`src/rtl/psm_pkg.sv`:
```
// Shared constants, types and the quarter-wave sine table of the voice mixer.
package psm_pkg;

	// Pool and format sizes
	localparam int NUM_VOICES = 16;
	localparam int SINE_TABLE_DEPTH = 1024;
	localparam int SAMPLE_BITS = 16;

	localparam int VOICE_W = (NUM_VOICES > 1) ? $clog2(NUM_VOICES) : 1;
	localparam int COUNT_W = $clog2(NUM_VOICES + 1);
	localparam int SINE_W = $clog2(SINE_TABLE_DEPTH);
	localparam int QUARTER = SINE_TABLE_DEPTH / 4;
	localparam int QIDX_W = $clog2(QUARTER + 1);
	localparam int ACC_W = VOICE_W + 18;
	localparam int FULL_SCALE = (2 ** (SAMPLE_BITS - 1)) - 1;

	// Shared multiplier operand widths
	localparam int MUL_A_W = 26;
	localparam int MUL_B_W = 18;
	localparam int MUL_P_W = MUL_A_W + MUL_B_W;

	// Divider widths: the quotient never exceeds one in Q16
	localparam int DIV_NUM_W = 37;
	localparam int DIV_DEN_W = 20;
	localparam int DIV_Q_W = 17;
	localparam int DIV_CNT_W = 5;

	localparam int MIN_TAIL = 44;
	localparam logic [16:0] Q16_ONE = 17'd65536;

	// Operation codes
	localparam logic [1:0] OP_TICK = 2'd0;
	localparam logic [1:0] OP_NOTE = 2'd1;
	localparam logic [1:0] OP_PANIC = 2'd2;

	// Result status codes
	localparam logic [1:0] STAT_SAMPLE = 2'd0;
	localparam logic [1:0] STAT_ACCEPTED = 2'd1;
	localparam logic [1:0] STAT_DROPPED = 2'd2;
	localparam logic [1:0] STAT_SILENCED = 2'd3;

	// Oscillator shapes
	localparam logic [1:0] WAVE_SINE = 2'd0;
	localparam logic [1:0] WAVE_SQUARE = 2'd1;
	localparam logic [1:0] WAVE_TRIANGLE = 2'd2;
	localparam logic [1:0] WAVE_SAW = 2'd3;

	// Configuration register indexes
	localparam logic [2:0] CFG_WAVE = 3'd0;
	localparam logic [2:0] CFG_ATTACK = 3'd1;
	localparam logic [2:0] CFG_DECAY = 3'd2;
	localparam logic [2:0] CFG_SUSTAIN = 3'd3;
	localparam logic [2:0] CFG_RELEASE = 3'd4;
	localparam logic [2:0] CFG_LOWPASS = 3'd5;
	localparam logic [2:0] CFG_SYNTH_VOL = 3'd6;
	localparam logic [2:0] CFG_MASTER_VOL = 3'd7;

	typedef enum logic [4:0] {
		ST_IDLE,
		ST_NOTE,
		ST_NOTE_WR,
		ST_VSEL,
		ST_OSC,
		ST_ENV_DIV,
		ST_DIV_WAIT,
		ST_AMP1,
		ST_AMP2,
		ST_FILT,
		ST_FILT_MUL,
		ST_FILT_WR,
		ST_ACC,
		ST_MIX,
		ST_MIX2,
		ST_MIX3,
		ST_MIX4,
		ST_DONE
	} state_t;

	typedef enum logic [2:0] {
		ENV_ATTACK,
		ENV_DECAY,
		ENV_SUSTAIN,
		ENV_RELEASE,
		ENV_ZERO
	} env_kind_t;

	typedef struct packed {
		logic start;
		logic [DIV_NUM_W-1:0] num;
		logic [DIV_DEN_W-1:0] den;
	} div_ctrl_t;

	typedef struct packed {
		logic busy;
		logic done;
	} div_stat_t;

	typedef logic [16:0] sine_rom_t [0:QUARTER];

	// First-quadrant sine magnitudes in Q16, from a Q30 Taylor series.
	function automatic sine_rom_t build_sine();
		sine_rom_t rom;
		logic [63:0] x;
		logic [63:0] x2;
		logic [63:0] t;
		logic [63:0] s;
		logic [63:0] mag;
		for (int j = 0; j <= QUARTER; j++) begin
			x = (64'(4 * j) * 64'd1686629713) / 64'(SINE_TABLE_DEPTH);
			x2 = (x * x) >> 30;
			t = 64'd1073741824 - x2 / 64'd72;
			t = 64'd1073741824 - ((x2 * t) >> 30) / 64'd42;
			t = 64'd1073741824 - ((x2 * t) >> 30) / 64'd20;
			t = 64'd1073741824 - ((x2 * t) >> 30) / 64'd6;
			s = (x * t) >> 30;
			mag = (s + 64'd8192) >> 14;
			if (mag > 64'd65536) begin
				mag = 64'd65536;
			end
			rom[j] = 17'(mag);
		end
		return rom;
	endfunction

	localparam sine_rom_t SINE_ROM = build_sine();

endpackage

```
`src/rtl/psm_mul.sv`:
```
// Shared signed multiplier with a registered product.
module psm_mul (
	input logic clk,
	input logic signed [psm_pkg::MUL_A_W-1:0] a,
	input logic signed [psm_pkg::MUL_B_W-1:0] b,
	output logic signed [psm_pkg::MUL_P_W-1:0] p
);
	import psm_pkg::*;

	logic signed [MUL_P_W-1:0] p_q;

	// One product per cycle, available the cycle after the operands.
	always_ff @(posedge clk) begin
		p_q <= MUL_P_W'(a) * MUL_P_W'(b);
	end

	assign p = p_q;
endmodule

```
`config.mk`:
```
export PLATFORM = sky130hd
export DESIGN_NAME = psm_mul
export DESIGN_NICKNAME = d
export VERILOG_FILES = /design/src/rtl/psm_pkg.sv /design/src/rtl/psm_mul.sv
export SDC_FILE = /design/constraint.sdc
export NUM_CORES = 1
export LEC_CHECK = 0
export BUFFER_PORTS_ARGS = -buffer_cell sky130_fd_sc_hd__buf_2
export CORE_MARGIN = 2
export CORE_UTILIZATION = 35
export DETAILED_ROUTE_END_ITERATION = 16
export SYNTH_ARGS = -nofsm -noshare
export SYNTH_HDL_FRONTEND = slang
export SYNTH_SLANG_ARGS = --single-unit
```
`constraint.sdc`:
```
create_clock -name clk -period 7.76 [get_ports clk]
set_input_delay 1.164 -clock clk [delete_from_list [all_inputs] [get_ports clk]]
set_output_delay 1.164 -clock clk [all_outputs]
set_load 0.02 [all_outputs]
```
==> results_dict.tcl <==
set metrics [dict create \
    setup_viol 0 \
    die_h_microns 227.3 \
    crit_path_start_kind "input port" \
    hold_buffers 0 \
    num_rows 81 \
    post_cts.repair.setup_buffers 0 \
    cp_cell_sequence "buf_2 -> nand2_1 -> fa_1 -> fa_1 -> fa_1 -> fa_1 -> inv_1 -> fa_1 -> inv_1 -> fa_1 -> inv_1 -> ha_1 -> a21oi_1 -> o21ai_0 -> a221oi_2 -> o41ai_2 -> o2111ai_2 -> nand3_2 -> a21oi_4 -> or4b_1 -> o311ai_1" \
    clock-sinks 44 \
    synth.most_common_cell "inv_1" \
    status "completed" \
    antenna_left 0 \
    fmax_mhz 138.6 \
    grt_max_degree 27 \
    syn-num-nets 2528 \
    synthCells 1917 \
    yosys_most_used_dff "dfxtp_1" \
    grtUsageMet2_pct 32.32 \
    crit_required_ns 8.00 \
    viasPerCell 4.655 \
    crit_path_end_kind "flip-flop" \
    min_from "a[0]" \
    drt_pass1_iterations 5 \
    cp_slowest_stage_delay_ns 0.58 \
    slew_violations 0 \
    synthTopCellsByCount "537 x inv_1, 457 x fa_1, 280 x nand2_1, 178 x and2_1, 109 x ha_1" \
    yosysTopAreaCell "fa_1" \
    cp_slowest_cell "fa_1" \
    gr-usage-met3_pct 2.723 \
    worstHoldEndpoint "p[0]" \
    syn2layout_area_growth_pct 8.347 \
    busiest_layer "met2" \
    cts_made_buffers 5 \
    start_util_pct 35.57 \
    holdCritPathClass "in -> reg" \
    syn_area_per_cell_sq_um 9.102 \
    grt_pass1_vias 13900 \
    die_area_sq_mm 0.05165 \
    period_share_pct 92.96 \
    synth.yosys.seq_area_share_pct 5.048 \
    ys_ff_latch 44 \
    rsz0062_at_grt "false" \
    ys_async_sr_fraction_pct 0 \
    hold_path_depth 2 \
    ys_types 52 \
    drt_iter0_markers 563 \
    final_hold_viol_count 0 \
    dpl.hpwl_microns 38200 \
    ys_top_cells_by_area "fa_1 52%, inv_1 12%, ha_1 7.8%" \
    synth_area_sq_mm 0.01745 \
    met1_usage_pct 22.87 \
    synth_top_area_share_pct 52.43 \
    cap_violations 0 \
    grt_pass1_wl_microns 73950 \
    drive_gt1_share_pct 7.704 \
    slew_headroom_pct 52.97 \
    min_period_ns 7.214 \
    cts_tree "yes" \
    crit_fanout 26 \
    core-area_sq_mm 0.04905 \
    cts_resized 0 \
    io_pins 89 \
    grt_util_all_layers_pct 18.62 \
    path_class "in -> reg" \
    cp_common_cell "fa_1" \
    cts_buffer_depth 2 \
    gp_congestion 0.8512 \
    root_buffer "clkbuf_16" \
    path_clk_slew_ns 0.08 \
    vias 12280 \
    yosysWarningCount 0 \
    htreeDepth 2 \
    worstMarginPinSlew_ns 0.6981 \
    arrival_ns 7.45 \
    largest_reg_flops 44 \
    wl_per_cell_microns 16.64 \
    dieWidth_microns 227.3 \
    synth_edf_count 0 \
    tns_ns 0 \
    routed_wl_microns 43900 \
    antenna_found_initial 4 \
    portBuffers 88 \
    fillers 4970 \
    drcViolationCount 0 \
    grt_overflow_total 0 \
    finalNetCount 2583 \
]
-- critical path: cells and delay by family --
| family | cells | cell delay (ns) |
|---|---|---|
| buf+inv | 4 | 0.55 |
| simple gates | 3 | 0.83 |
| compound gates | 7 | 1.51 |
| fa+ha+maj | 7 | 3.39 |
-- layer usage --
| layer | wire length (microns) | up-vias |
|---|---|---|
| met5 | 13 | - |
| met4 | 2226 | 2 |
| met3 | 1993 | 104 |
| met2 | 21710 | 320 |
| met1 | 17960 | 6289 |
| li1 | - | 5569 |
-- worst max-delay path by stage --
stage | start | endpoint
after floorplan | b[9] | p[40]
after global placement | b[1] | p[30]
after detailed placement | b[3] | p[40]
after CTS | b[3] | p[40]
after global routing | b[3] | p[40]
final | b[3] | p[40]
-- cell families after synthesis --
family                     count (synthesis)  synth area share, %
and+or+nand+nor                          537                14.84
buffers and inverters                    616                13.25
DFF                                       44                5.048
AOI/OAI and AO/OA                        110                4.396
xor gates and xnor gates                  43                2.158
adders and majority gates                566                60.25
muxes                                      1              0.05737
-- per-stage QoR --
| step | util (%) | cells | area [sq um] | hold slack, ns | worst slack, ns |
|---|---|---|---|---|---|
| final | 38.54 | 2639 | 18900 | 1.317 | 0.5460 |
| after global routing | 38.54 | 2639 | 18900 | 1.328 | 0.2043 |
| after CTS | 38.53 | 2637 | 18900 | 1.308 | 0.5457 |
| after detailed placement | 38.18 | 2629 | 18730 | 1.582 | 0.1958 |
| after global placement | 38.18 | 2629 | 18730 | 1.582 | 0.3357 |
| after floorplan | - | 1917 | 17450 | 1.286 | 0.6823 |
-- area by class of cell --
cell class	instances	area [sq um]	share of cell area, %
multi-input combinational	1257	14250	75.41
inverter	537	2016	10.66
sequential	44	880.8	4.659
tap	664	830.8	4.395
timing repair buffer	127	745.7	3.945
clock buffer	5	125.1	0.6619
clock inverter	3	46.29	0.2449
antenna	2	5.005	0.02647
-- cell usage in the layout (no fill, tap or decap), types with 15 or more instances in the layout --
master and count:
inv_1 537, fa_1 457, nand2_1 280, and2_1 178, ha_1 109, buf_2 88, dfxtp_1 44, buf_4 38
nor2_1 34, a21oi_1 34, xnor2_1 33, o21ai_0 17, a21o_1 15
Power is left out: the tool's default activity adds up to more than one toggle a clock period on the data nets, which glitch-free logic cannot reach.
