[config.mk]
export PLATFORM = sky130hd
export DESIGN_NAME = psm_div
export DESIGN_NICKNAME = d
export VERILOG_FILES = /design/src/rtl/psm_pkg.sv /design/src/rtl/psm_div.sv
export SDC_FILE = /design/constraint.sdc
export NUM_CORES = 1
export LEC_CHECK = 0
export BUFFER_PORTS_ARGS = -buffer_cell sky130_fd_sc_hd__buf_4
export CORE_AREA = 2 2 94 96
export CTS_BUF_LIST = sky130_fd_sc_hd__clkbuf_8
export DETAILED_ROUTE_END_ITERATION = 6
export DIE_AREA = 0 0 96 98
export PLACE_DENSITY = 0.77
export SLEW_MARGIN = 30
export SYNTH_ARGS = -nofsm -noshare
export SYNTH_HDL_FRONTEND = slang
export SYNTH_SLANG_ARGS = --single-unit
[constraint.sdc]
create_clock -name clk -period 7.08 [get_ports clk]
set_input_delay 1.062 -clock clk [delete_from_list [all_inputs] [get_ports clk]]
set_output_delay 1.062 -clock clk [all_outputs]
set_load 0.05 [all_outputs]
[src/rtl/psm_pkg.sv]
// Shared constants, types and the quarter-wave sine table of the voice mixer.
package psm_pkg;

	// Pool and format sizes
	localparam int NUM_VOICES = 16;
	localparam int SINE_TABLE_DEPTH = 1024;
	localparam int SAMPLE_BITS = 16;

	localparam int VOICE_W = (NUM_VOICES > 1) ? $clog2(NUM_VOICES) : 1;
	localparam int COUNT_W = $clog2(NUM_VOICES + 1);
	localparam int SINE_W = $clog2(SINE_TABLE_DEPTH);
	localparam int QUARTER = SINE_TABLE_DEPTH / 4;
	localparam int QIDX_W = $clog2(QUARTER + 1);
	localparam int ACC_W = VOICE_W + 18;
	localparam int FULL_SCALE = (2 ** (SAMPLE_BITS - 1)) - 1;

	// Shared multiplier operand widths
	localparam int MUL_A_W = 26;
	localparam int MUL_B_W = 18;
	localparam int MUL_P_W = MUL_A_W + MUL_B_W;

	// Divider widths: the quotient never exceeds one in Q16
	localparam int DIV_NUM_W = 37;
	localparam int DIV_DEN_W = 20;
	localparam int DIV_Q_W = 17;
	localparam int DIV_CNT_W = 5;

	localparam int MIN_TAIL = 44;
	localparam logic [16:0] Q16_ONE = 17'd65536;

	// Operation codes
	localparam logic [1:0] OP_TICK = 2'd0;
	localparam logic [1:0] OP_NOTE = 2'd1;
	localparam logic [1:0] OP_PANIC = 2'd2;

	// Result status codes
	localparam logic [1:0] STAT_SAMPLE = 2'd0;
	localparam logic [1:0] STAT_ACCEPTED = 2'd1;
	localparam logic [1:0] STAT_DROPPED = 2'd2;
	localparam logic [1:0] STAT_SILENCED = 2'd3;

	// Oscillator shapes
	localparam logic [1:0] WAVE_SINE = 2'd0;
	localparam logic [1:0] WAVE_SQUARE = 2'd1;
	localparam logic [1:0] WAVE_TRIANGLE = 2'd2;
	localparam logic [1:0] WAVE_SAW = 2'd3;

	// Configuration register indexes
	localparam logic [2:0] CFG_WAVE = 3'd0;
	localparam logic [2:0] CFG_ATTACK = 3'd1;
	localparam logic [2:0] CFG_DECAY = 3'd2;
	localparam logic [2:0] CFG_SUSTAIN = 3'd3;
	localparam logic [2:0] CFG_RELEASE = 3'd4;
	localparam logic [2:0] CFG_LOWPASS = 3'd5;
	localparam logic [2:0] CFG_SYNTH_VOL = 3'd6;
	localparam logic [2:0] CFG_MASTER_VOL = 3'd7;

	typedef enum logic [4:0] {
		ST_IDLE,
		ST_NOTE,
		ST_NOTE_WR,
		ST_VSEL,
		ST_OSC,
		ST_ENV_DIV,
		ST_DIV_WAIT,
		ST_AMP1,
		ST_AMP2,
		ST_FILT,
		ST_FILT_MUL,
		ST_FILT_WR,
		ST_ACC,
		ST_MIX,
		ST_MIX2,
		ST_MIX3,
		ST_MIX4,
		ST_DONE
	} state_t;

	typedef enum logic [2:0] {
		ENV_ATTACK,
		ENV_DECAY,
		ENV_SUSTAIN,
		ENV_RELEASE,
		ENV_ZERO
	} env_kind_t;

	typedef struct packed {
		logic start;
		logic [DIV_NUM_W-1:0] num;
		logic [DIV_DEN_W-1:0] den;
	} div_ctrl_t;

	typedef struct packed {
		logic busy;
		logic done;
	} div_stat_t;

	typedef logic [16:0] sine_rom_t [0:QUARTER];

	// First-quadrant sine magnitudes in Q16, from a Q30 Taylor series.
	function automatic sine_rom_t build_sine();
		sine_rom_t rom;
		logic [63:0] x;
		logic [63:0] x2;
		logic [63:0] t;
		logic [63:0] s;
		logic [63:0] mag;
		for (int j = 0; j <= QUARTER; j++) begin
			x = (64'(4 * j) * 64'd1686629713) / 64'(SINE_TABLE_DEPTH);
			x2 = (x * x) >> 30;
			t = 64'd1073741824 - x2 / 64'd72;
			t = 64'd1073741824 - ((x2 * t) >> 30) / 64'd42;
			t = 64'd1073741824 - ((x2 * t) >> 30) / 64'd20;
			t = 64'd1073741824 - ((x2 * t) >> 30) / 64'd6;
			s = (x * t) >> 30;
			mag = (s + 64'd8192) >> 14;
			if (mag > 64'd65536) begin
				mag = 64'd65536;
			end
			rom[j] = 17'(mag);
		end
		return rom;
	endfunction

	localparam sine_rom_t SINE_ROM = build_sine();

endpackage

[src/rtl/psm_div.sv]
// Restoring divider, one quotient bit per cycle, for envelope ramps.
module psm_div (
	input logic clk,
	input logic arst_n,
	input psm_pkg::div_ctrl_t ctrl,
	output psm_pkg::div_stat_t stat,
	output logic [psm_pkg::DIV_Q_W-1:0] quotient
);
	import psm_pkg::*;

	logic [DIV_DEN_W-1:0] rem_q;
	logic [DIV_DEN_W-1:0] den_q;
	logic [DIV_Q_W-1:0] low_q;
	logic [DIV_Q_W-1:0] quo_q;
	logic [DIV_CNT_W-1:0] cnt_q;
	logic busy_q;
	logic done_q;
	logic [DIV_DEN_W:0] trial;
	logic fits;

	// Bring down the next numerator bit and try a subtraction.
	assign trial = {rem_q, low_q[DIV_Q_W-1]};
	assign fits = trial >= {1'b0, den_q};

	// Control: sequence length and done pulse.
	always_ff @(posedge clk or negedge arst_n) begin
		if (!arst_n) begin
			busy_q <= 1'b0;
			done_q <= 1'b0;
			cnt_q <= '0;
		end else begin
			done_q <= 1'b0;
			if (ctrl.start) begin
				busy_q <= 1'b1;
				cnt_q <= DIV_CNT_W'(DIV_Q_W);
			end else if (busy_q) begin
				cnt_q <= cnt_q - 1'b1;
				if (cnt_q == DIV_CNT_W'(1)) begin
					busy_q <= 1'b0;
					done_q <= 1'b1;
				end
			end
		end
	end

	// Datapath: the upper numerator bits are known to lie below the divisor.
	always_ff @(posedge clk) begin
		if (ctrl.start) begin
			rem_q <= ctrl.num[DIV_NUM_W-1:DIV_Q_W];
			low_q <= ctrl.num[DIV_Q_W-1:0];
			den_q <= ctrl.den;
			quo_q <= '0;
		end else if (busy_q) begin
			rem_q <= fits ? DIV_DEN_W'(trial - {1'b0, den_q}) : DIV_DEN_W'(trial);
			low_q <= {low_q[DIV_Q_W-2:0], 1'b0};
			quo_q <= {quo_q[DIV_Q_W-2:0], fits};
		end
	end

	assign stat.busy = busy_q;
	assign stat.done = done_q;
	assign quotient = quo_q;

	a_no_restart: assert property (@(posedge clk) disable iff (!arst_n)
		ctrl.start |-> !busy_q)
		else $error("divider started while busy");
	a_done_idle: assert property (@(posedge clk) disable iff (!arst_n)
		done_q |-> !busy_q && $past(busy_q))
		else $error("divider done without a finished division");
endmodule

==> run metrics <==
Die Y=98 um; DRC viols=0; RSZ-0062 raised after global routing=false; Worst EP arrival=3660 ps; # fillers=695; Detailed Route WL=9220 um; Layout Cells excl Fill=580; Setup Skew=11.3 ps; placed wire-length estimate=6620 um; # nets final=550; number of port buffers=78; gp weighted congestion=0.865; DIE AREA=9410 sq um; DR vias=3200; number of library cell types mapped by synthesis=64; crit path launch type=flop; max cap viols=0; Crit path max-delay family=compound AO/OA/AOI/OAI gates; Post-Syn Area=4530 sq um; htree depth=3; WP data required=7190 ps; Power Density=392 nW/um^2; Cells after Synth=395; Starting DRT DRC Count=109; GRT Total Usage=20.8%; Post-Syn Nets=478; TritonCTS clock tree=built; Worst-path clk slew=90 ps; # placed instances=564; Core Util, Final=63.4%; initial antenna violation count=0; vias in the first global route=3232; final count of hold timing violations=0; most common cell in the netlist=edfxtp_1; Final Power=2.10 mW; max-slew violations=0; Tcrit/Tclk final=50.1%; post-synth top area share=37.8%; CTS buffer count=9; Syn Area/Cell=11.5 sq um; GR Overflow Total=0; Area growth, synth to finish=18.6%; core outline area=8470 sq um; number of placement rows=34; Final Instance Area=5370 sq um; IO Count=79; Slowest cell on crit path=nor2_2; critical path peak fanout=12; worst vdd ir=0.167 mV; crit path cell chain=ha_1 -> a21oi_1 -> o21ai_0 -> a41oi_1 -> o31ai_4 -> nor2_2 -> buf_4 -> mux2_1 -> mux2_2; Crit Path Class=flop to flop; Post-Route Setup TNS=0 ps; Leak=2.38 nW; Async S/R FF share, synth=8.64%; synth warn=0; leading area contributor after synthesis=edfxtp_1; Die W=96 um; Yosys reg bits=81; root buf cell=clkbuf_8; hold crit path type=input pin to asynchronous set/reset pin; Via density=5.52; top cells by area, synth=edfxtp_1 38%, dfxtp_1 7.5%, mux2_2 6.5%; Post-CTS Hold Buffers=0; clk_lat worst skew=360 ps; fin crit period=3550 ps; diode count=0; CP endpoint kind=flop; Top FF cell, synth=edfxtp_1; DR pass1 iterations=4; most frequent cells after synthesis=57 x edfxtp_1, 29 x nor2_1, 27 x inv_1; Antenna Nets Post-Route=0; first-pass GRT wire length=15200 um; DP Area=5160 sq um; Resized Gates After CTS=0; drt wl/cell=15.9 um; Initial Util=53.5%; outcome=finished clean; share of cells above drive strength 1=29.0%; Worst Tran Pin Value=662 ps; final setup vio count=0; Max stage delay on crit path=560 ps; sequential fraction of the synthesis area=49.2%; Slew Limit Headroom=54.7%; # Post-CTS Setup Buffers=0; largest net degree at the start of global routing=48; Crit path buffers/inverters=1; number of synthesized flops with an enable pin=57; Max Freq=282 MHz; CTS Sinks=81; Max Root-Sink Buffers=2
-- cells in the final DEF (no fill, tap or decap), types with 2 or more instances in the layout --
| master | instances |
|---|---|
| dfrtp_1 | 7 |
| dfxtp_1 | 17 |
| nor3_1 | 4 |
| inv_1 | 27 |
| mux2_1 | 3 |
| nor2b_1 | 5 |
| buf_4 | 81 |
| and4_1 | 2 |
| o21ai_0 | 7 |
| o211ai_1 | 2 |
| nand2b_1 | 4 |
| xnor2_1 | 13 |
| a221o_1 | 2 |
| inv_6 | 2 |
| o21a_1 | 3 |
| a211o_1 | 2 |
| o21bai_1 | 4 |
| a21o_1 | 4 |
| clkbuf_8 | 10 |
| mux2i_1 | 23 |
| nand4_1 | 3 |
| xor2_1 | 6 |
| ha_1 | 22 |
| mux2_4 | 6 |
| or3_1 | 4 |
| a211oi_1 | 2 |
| mux2_2 | 26 |
| o21ai_1 | 8 |
| inv_4 | 2 |
| nand3_1 | 5 |
| edfxtp_1 | 57 |
| o31ai_1 | 2 |
| nor4b_1 | 3 |
| nor2_1 | 29 |
| a21oi_1 | 24 |
| nand2_1 | 21 |
-- per-layer routing --
layer | vias to the layer above | part of all wire [%] | track usage (%)
li1 | 1584 | - | -
met1 | 1519 | 47 | 28.1
met2 | 81 | 45 | 30.8
met3 | 16 | 6.1 | 6.25
met4 | 0 | 2.1 | 9.67
met5 | - | 0 | 0
-- registers in the layout, summed over array words and instances (netlist names) --
name / flops
den_q: 20
rem_q: 20
low_q: 17
quotient: 17
cnt_q: 5
busy_q: 1
done_q: 1
-- final timing paths --
path,from,to,slack [ps],depth (start not counted)
min in group clk,quotient[16],quotient[16],510,2
worst min register to register,quotient[16],quotient[16],510,2
max in group asynchronous,arst_n,cnt_q[1],6460,1
worst min-delay path,arst_n,busy_q,490,1
worst max-delay path,rem_q[13],rem_q[4],3530,9
worst max register to register,rem_q[13],rem_q[4],3530,9
-- cells by family after synthesis --
kind of cell	count (synthesis)	synth area share, %
compound gates	78	11.8
xor+xnor	19	3.68
fa+ha+maj	23	6.52
buf+inv	47	4.70
flops	81	49.2
mux	58	14.3
simple gates	89	9.79
-- metrics by stage --
step,setup WS (ps),hold slack [ps]
3_3_place_gp,3570,480
6_report,3530,493
2_1_floorplan,4290,485
3_5_place_dp,3510,489
4_1_cts,3520,472
5_1_grt,3290,469
-- cell type report --
class	count	area, sq um	area share [%]
clock buffers	10	138	2.56
multi-input cells	267	2090	38.9
flip-flops and latches	81	2230	41.5
repair buffers	81	608	11.3
well taps	108	135	2.52
clock inverters	6	71.3	1.33
inverters	27	101	1.89
-- where the power goes --
| group | internal, mW | switching (mW) | total (mW) |
|---|---|---|---|
| logic | 0.484 | 0.544 | 1.03 |
| clock network | 0.178 | 0.186 | 0.364 |
| registers | 0.650 | 0.0616 | 0.712 |
(Power assumes the default switching activity.)
